### src/hdl/dag_pkg.sv
// ----------------------------------------------------------------------------
// dag_pkg
// Shared widths, codes, types and table builders for the distance
// attenuation gain pipeline.
// ----------------------------------------------------------------------------
package dag_pkg;

   // field and datapath widths
   localparam int DIST_WIDTH      = 24;
   localparam int LOG_TABLE_DEPTH = 256;
   localparam int ROLL_W          = 16;
   localparam int GAIN_W          = 16;
   localparam int LOG_IDX_W       = $clog2(LOG_TABLE_DEPTH);
   localparam int EXPO_W          = $clog2(DIST_WIDTH);
   localparam int LOG_W           = EXPO_W + 16;
   localparam int EXP_ROM_W       = 31;
   localparam int T_W             = ROLL_W + LOG_W - 8;

   // divider geometry
   localparam int Q_BITS    = 15;
   localparam int DIV_NUM_W = ROLL_W + DIST_WIDTH + 7;
   localparam int DIV_DEN_W = ROLL_W + DIST_WIDTH + 1;
   localparam int DIV_LAT   = Q_BITS + 1;
   localparam int EXP_LAT   = 2;

   // port widths
   localparam int REQ_DATA_W  = ((DIST_WIDTH + 7) / 8) * 8;
   localparam int RSP_DATA_W  = ((GAIN_W + 1 + 7) / 8) * 8;
   localparam int CSR_INDEX_W = 2;

   localparam logic [GAIN_W-1:0] ONE_Q15 = GAIN_W'(32768);

   typedef enum logic [1:0] {
      CURVE_NONE,
      CURVE_LINEAR,
      CURVE_INVERSE,
      CURVE_EXPONENTIAL
   } curve_type;

   typedef enum logic [CSR_INDEX_W-1:0] {
      CSR_REF_DISTANCE,
      CSR_MAX_DISTANCE,
      CSR_ROLLOFF,
      CSR_CURVE_MODE
   } csr_index_type;

   // per-item flags that ride alongside the dividers
   typedef struct packed {
      logic      valid;
      logic      bad;
      curve_type mode;
      logic      eq_ref;
      logic      ref_zero;
      logic      span_zero;
      logic      den_zero;
   } side_type;

   typedef logic [LOG_TABLE_DEPTH-1:0][15:0]          log_tab_type;
   typedef logic [LOG_TABLE_DEPTH-1:0][EXP_ROM_W-1:0] exp_tab_type;

   // q16 log2 of a q30 value in [1, 2] by repeated squaring
   function automatic logic [16:0] frac_log2(input logic [63:0] z_in);
      logic [63:0] z;
      logic [16:0] acc;
      z   = z_in;
      acc = '0;
      if (z >= (64'd1 << 31)) begin
         return 17'd65536;
      end
      for (int i = 15; i >= 0; i--) begin
         z = (z * z) >> 30;
         if (z >= (64'd1 << 31)) begin
            z      = z >> 1;
            acc[i] = 1'b1;
         end
      end
      return acc;
   endfunction

   // mantissa log table
   function automatic log_tab_type build_log_tab();
      log_tab_type tab;
      logic [63:0] z;
      logic [16:0] v;
      for (int k = 0; k < LOG_TABLE_DEPTH; k++) begin
         z      = ((64'(LOG_TABLE_DEPTH) + 64'(k)) << 30) / LOG_TABLE_DEPTH;
         v      = frac_log2(z);
         tab[k] = v[15:0];
      end
      return tab;
   endfunction

   // q30 power table, inverse of the log table by binary search
   function automatic exp_tab_type build_exp_tab();
      exp_tab_type tab;
      logic [63:0] lo;
      logic [63:0] hi;
      logic [63:0] mid;
      logic [63:0] lim;
      for (int k = 0; k < LOG_TABLE_DEPTH; k++) begin
         lo  = 64'd1 << 29;
         hi  = 64'd1 << 30;
         lim = (64'(LOG_TABLE_DEPTH) - 64'(k)) * 64'd65536;
         for (int it = 0; it < 32; it++) begin
            if (lo < hi) begin
               mid = lo + ((hi - lo + 64'd1) >> 1);
               if (64'(frac_log2(mid << 1)) * 64'(LOG_TABLE_DEPTH) <= lim) begin
                  lo = mid;
               end else begin
                  hi = mid - 64'd1;
               end
            end
         end
         tab[k] = lo[EXP_ROM_W-1:0];
      end
      return tab;
   endfunction

endpackage

### src/hdl/dag_div.sv
// ----------------------------------------------------------------------------
// dag_div
// Pipelined saturating restoring divider, one quotient bit per stage.
// Quotients at or above 1.0 come out as exactly 1.0 in q1.15.
// ----------------------------------------------------------------------------
module dag_div (
   input  logic                          clock,
   input  logic                          en,
   input  logic [dag_pkg::DIV_NUM_W-1:0] num_in,
   input  logic [dag_pkg::DIV_DEN_W-1:0] den_in,
   output logic [dag_pkg::GAIN_W-1:0]    quo_out
);
   import dag_pkg::*;

   localparam int CMP_W = DIV_DEN_W + Q_BITS;

   logic [DIV_NUM_W-1:0] rem_ff [DIV_LAT];
   logic [DIV_DEN_W-1:0] den_ff [DIV_LAT];
   logic [Q_BITS-1:0]    quo_ff [DIV_LAT];
   logic                 sat_ff [DIV_LAT];

   // saturation check against the full quotient range
   always_ff @(posedge clock) begin
      if (en) begin
         sat_ff[0] <= CMP_W'(num_in) >= {den_in, {Q_BITS{1'b0}}};
         rem_ff[0] <= num_in;
         den_ff[0] <= den_in;
         quo_ff[0] <= '0;
      end
   end

   // one trial subtraction per stage, msb first
   for (genvar k = 1; k < DIV_LAT; k++) begin : g_step
      localparam int B = Q_BITS - k;
      logic [CMP_W-1:0] trial;
      logic             take;

      assign trial = CMP_W'(den_ff[k-1]) << B;
      assign take  = !sat_ff[k-1] && (CMP_W'(rem_ff[k-1]) >= trial);

      always_ff @(posedge clock) begin
         if (en) begin
            rem_ff[k] <= take ? rem_ff[k-1] - DIV_NUM_W'(trial) : rem_ff[k-1];
            den_ff[k] <= den_ff[k-1];
            sat_ff[k] <= sat_ff[k-1];
            quo_ff[k] <= quo_ff[k-1] | (take ? (Q_BITS'(1) << B) : Q_BITS'(0));
         end
      end
   end

   assign quo_out = sat_ff[DIV_LAT-1] ? ONE_Q15 : GAIN_W'(quo_ff[DIV_LAT-1]);

endmodule

### config.mk
export PLATFORM = sky130hd
export DESIGN_NAME = dag_div
export DESIGN_NICKNAME = d
export VERILOG_FILES = /design/src/hdl/dag_pkg.sv /design/src/hdl/dag_div.sv
export SDC_FILE = /design/constraint.sdc
export NUM_CORES = 2
export LEC_CHECK = 0
export BUFFER_PORTS_ARGS = -buffer_cell sky130_fd_sc_hd__buf_4
export CAP_MARGIN = 20
export CORE_MARGIN = 2
export CORE_UTILIZATION = 35
export CTS_CLUSTER_SIZE = 16
export DETAILED_ROUTE_END_ITERATION = 10
export GPL_TIMING_DRIVEN = 0
export PLACE_DENSITY = 0.62
export SLEW_MARGIN = 5
export SYNTH_ARGS = -nofsm -noshare
export SYNTH_HDL_FRONTEND = slang
export SYNTH_SLANG_ARGS = --single-unit
export TNS_END_PERCENT = 20
### constraint.sdc
create_clock -name clock -period 3.15 [get_ports clock]
set_input_delay 0.4725 -clock clock [delete_from_list [all_inputs] [get_ports clock]]
set_output_delay 0.4725 -clock clock [all_outputs]
set_load 0.1 [all_outputs]
# After elaboration in Yosys (flattened, before gate mapping)
# Memories as Yosys holds them, arrays and structs flattened.
# Cells that the tools add are included.
# Widths: inputs -> output; s select.
# word_totals
regBits	0
ram_bits	1664
output_inout_bits	16
wordCells	113
n_memories	4
# mem_list
memory	depth	word_bits	rd	rd_clocked_by_memory_dff	write_ports	line_no	rtl
rem_ff	16	47	15	0	16	dag_div.sv:17	logic [DIV_NUM_W-1:0] rem_ff [DIV_LAT];
den_ff	16	41	15	0	16	dag_div.sv:18	logic [DIV_DEN_W-1:0] den_ff [DIV_LAT];
quo_ff	16	15	16	0	16	dag_div.sv:19	logic [Q_BITS-1:0] quo_ff [DIV_LAT];
sat_ff	16	1	16	0	16	dag_div.sv:20	logic sat_ff [DIV_LAT];
# classes
n_addsub	15
order_cmp	16
mux	33
n_bitwise	15
reduce_logical	30
# ops
operator	count
$mux 47	15
$sub 47x47->47	9
$ge 47x56->1	1
$ge 47x55->1	1
$ge 47x54->1	1
$ge 47x53->1	1
$ge 47x52->1	1
$ge 47x51->1	1
$ge 47x50->1	1
$ge 47x49->1	1
$ge 47x48->1	1
$ge 47x41->1	1
$ge 47x42->1	1
$ge 47x43->1	1
$ge 47x44->1	1
$ge 47x45->1	1
$ge 47x46->1	1
$ge 47x47->1	1
$sub 47x41->47	1
$sub 47x42->47	1
$sub 47x43->47	1
$sub 47x44->47	1
$sub 47x45->47	1
$sub 47x46->47	1
33 further kinds	63

# Longest topological paths before layout
# An unclocked memory read counts as a cell.
# logic_depth
word_depth	5
ltp_mapped	16
depth_no_buf	15

# Least setup slack after synthesis
# Ideal clock, no wire load.
# synth_path
kind	register -> register
startpoint	memory rem_ff[1][14] (netlist name)
endpoint	memory rem_ff[2][40] (netlist name) (data pin)
setup_time_ns	0.260
t_arrival_ns	3.236
required_time_ns	2.890
setup_slack_ns	-0.346
path_stages_with_launch	13
path_buffers	1
synth_period_minus_slack_ns	3.496
path_cell_list	edfxtp_1 -> ha_1 -> a21o_1 -> a21oi_1 -> o21ai_0 -> or2_2 -> nor3b_1 -> nor3_1 -> o21ai_1 -> o21a_1 -> o211ai_2 -> buf_2 -> mux2_2
# synth_rtl
item	line_no
from (decl)	dag_div.sv:17

==> impl_metrics.py <==
metrics = {
    "synthesis": {
        "synth_cells": 7286,
        "yosysSeqAreaShare_pct": 53.1,
        "yosys.area.top_type": "edfxtp_1",
        "async_flop_share_pct": 0,
        "synth.avg_cell_area_um2": 11.3,
        "syn_area_um2": 82300,
        "synthFlopType": "edfxtp_1",
        "yosys_register_bits": 1456,
        "ys_top_cells_by_area": "edfxtp_1, ha_1, inv_1",
        "yosysWarnings": 0,
        "synth_top_area_share_pct": 53.1,
        "synth_edf_count": 1456,
        "synth_nets": 8001,
        "synth.distinct_cells": 95,
    },
    "sta": {
        "setup_ws_ns": -0.670,
        "fin_skew_ns": 0.0470,
        "hold_viol": 0,
        "tightest_slew_ns": 1.12,
        "max-slew-margin-rel_pct": 24.7,
        "rsz0062_at_grt": "yes",
        "hold_slack_ns": 0.104,
        "fmax_mhz": 262,
        "final-setup-viol-count": 748,
        "fin_tns_setup_ns": -245.90,
        "slew_violations": 0,
        "fin_crit_ns": 3.82,
        "timing.final.crit_share_pct": 121,
    },
    "worst_setup_path": {
        "worst-path-buf-inv": 3,
        "end_kind": "register",
        "cp_slowest_cell": "edfxtp_1",
        "crit_path_max_incr_delay_ns": 0.42,
        "crit_fanout": 8,
        "path_delay_family": "compound AO/OA/AOI/OAI gates",
        "start_kind": "register",
        "path_cells": "inv_2, ha_4, nor2b_4, o211ai_1, nand4_1, a41oi_4, o221ai_4, a21o_1, a2111oi_4, or4_4, a21oi_2, o21ai_4, buf_12, buf_16, mux2_4",
        "critPathKind": "register to register",
        "required_ns": 3.71,
        "worstPathArrival_ns": 4.38,
        "r2r_setup_slack_ns": -0.67,
    },
    "die": {
        "coreArea_um2": 235000,
        "rows": 178,
        "die_x_um": 489,
        "start_util_pct": 35.1,
        "ios": 106,
        "die_area_um2": 239000,
        "die_h_um": 489,
    },
    "pwr": {
        "pwr-share-clk_pct": 31.7,
        "p_leak_nw": 42.3,
        "p_total_mw": 58.8,
        "sw_frac_of_total_pct": 30.0,
        "pwr-share-seq_pct": 41.7,
        "p_switching_mw": 17.6,
        "ir_drop_uv": 458,
        "comb_power_share_pct": 26.5,
        "intPower_mw": 41.2,
        "pwr_density_cell_nw_per_um2": 569,
    },
    "placement": {
        "hpwl_um": 154000,
        "place_congestion": 1.00,
        "place_inst": 10600,
        "io_buffers": 105,
        "place_ws_ns": -2.73,
        "postPlaceCellArea_um2": 87800,
    },
    "global_route": {
        "grt_max_degree": 189,
        "grt_usage_pct": 17.4,
        "grt.overflow.total": 0,
        "antenna_found_initial": 0,
        "grt_pass1_wl_um": 325000,
        "grt_pass1_vias": 59200,
    },
    "cts": {
        "htreeDepth": 4,
        "path_clk_slew_ns": 0.06,
        "clock_path_buffers": 3,
        "clkSinkCount": 1456,
        "cts_tree": "done",
        "cts_buffers": 161,
        "clock_latency_ns": 0.81,
        "ctsRootBufferMaster": "clkbuf_16",
    },
    "final_layout": {
        "diodes": 0,
        "drive_gt1_share_pct": 21.7,
        "fin_area_um2": 103000,
        "ff_latch_area_um2": 43700,
        "nets": 8693,
        "area_growth_pct": 25.7,
        "final_core_util_pct": 44.1,
        "fill_cells": 21000,
        "fin_cells": 11300,
        "multi_input_area_um2": 40000,
    },
    "routing": {
        "wl_per_cell_um": 19.0,
        "routed_wl_um": 214000,
        "ant_nets": 0,
        "vias_per_cell": 5.09,
        "vias": 57300,
        "first_pass_iters": 5,
        "initialDrtViolationCount": 3372,
        "drc": 0,
    },
    "hold_path": {
        "worst_hold_path_type": "input port to register",
    },
    "outcome": {
        "status": "finished, violations left",
        "violations": "negative setup slack",
    },
    "run": {
        "drv_cap": 0,
    },
}
## worst reg2reg max path, delay by kind of cell, from the launching register on
kind | cells | cell delay [ns]
AOI/OAI and AO/OA | 7 | 1.64
adders and majority gates | 1 | 0.20
buffers and inverters | 3 | 0.43
DFF | 1 | 0.42
muxes | 1 | 0.32
and+or+nand+nor | 3 | 0.56
## logic make-up after synthesis
group	Yosys count	share of synthesized area [%]
buffers and inverters	946	4.42
AO/OA/AOI/OAI	1945	14.8
AND/OR/NAND/NOR	1577	9.39
multiplexers	262	3.55
flip-flops	1456	53.1
adder cells (fa/ha/maj)	625	9.63
XOR/XNOR	475	5.06
## cells in the mapped netlist, drive strengths merged (21+ instances only)
cell type	instances
xor2	206
o21ai	540
and3	48
mux2	242
nand2b	87
a21o	343
ha	611
a21oi	548
nand4	106
nand2	557
nor2	272
nor3	81
o21a	61
nand3	122
and2	21
o211ai	30
o21bai	61
xnor2	269
o31ai	46
nor2b	101
edfxtp	1456
a31oi	61
buf	47
nor4	53
inv	765
or2	24
clkbuf	134
a211oi	50
or3	26
## registers in the layout, indices dropped and copies added (netlist names)
name	count
den_ff	615
quo_ff	120
rem_ff	705
sat_ff	16
## power by group through the flow
stage	sequential, mW	combinational, mW	clock, mW
6_report	24.5	15.6	18.7
5_1_grt	24.7	17.0	19.9
4_1_cts	24.5	14.2	19.2
3_5_place_dp	24.8	12.4	0
3_3_place_gp	25.3	12.2	0
2_1_floorplan	24.3	9.21	0
## final timing paths
path,startpoint,end,cells after the start
worst min-delay path,en,den_ff[0][35],1
worst max register to register,den_ff[4][1],rem_ff[5][45],15
worst min register to register,quo_ff[7][8],quo_ff[8][8],0
worst max-delay path,den_ff[4][1],rem_ff[5][45],15
## cell type report
class / count / share of cell area (%)
tap: 3150 / 3.81
sequential: 1456 / 42.3
buffer: 140 / 1.63
clock buffer: 195 / 4.04
clock inverter: 95 / 1.07
timing repair buffer: 570 / 5.74
multi-input combinational: 4884 / 38.6
inverter: 765 / 2.79
## layout by cell type (no fill, tap or decap), types with 39 or more instances in the layout
master         synthesis  routed
a21o_1               343     341
a21oi_1              546     500
a31oi_1               58      44
and3_1                48      39
buf_12                 0      54
buf_4                 14     366
clkbuf_1             134      88
clkbuf_16              0     212
dlygate4sd3_1          0      88
edfxtp_1            1456    1456
ha_1                 611     499
ha_4                   0      87
inv_1                765     744
mux2_2               228     137
mux2_4                 0     105
nand2_1              557     446
nand2_2                0      60
nand2_4                0      51
nand2b_1              87      83
nand3_1              122     107
nand4_1              106     106
nor2_1               272     252
nor2b_1              101      91
nor3_1                81      63
o21a_1                61      57
o21ai_0              525     340
o21ai_1               14      72
o21ai_2                0     116
o21bai_1              61      57
xnor2_1              269     269
xor2_1               206     206
## per-layer routing
layer	track usage, %	routed length (um)
met1	17.1	76500
met2	33.4	113000
met3	2.15	5900
met4	12.2	18700
met5	0	0
## timing repair
item,in CTS,in global routing
cloned,26,23
resized for setup,825,653
pin swaps,205,203
endpoints found under the setup margin,829,926
hold buffers,88,0
buffers inserted,185,135
hold endpoints to repair,88,0
(Power assumes the default switching activity.)
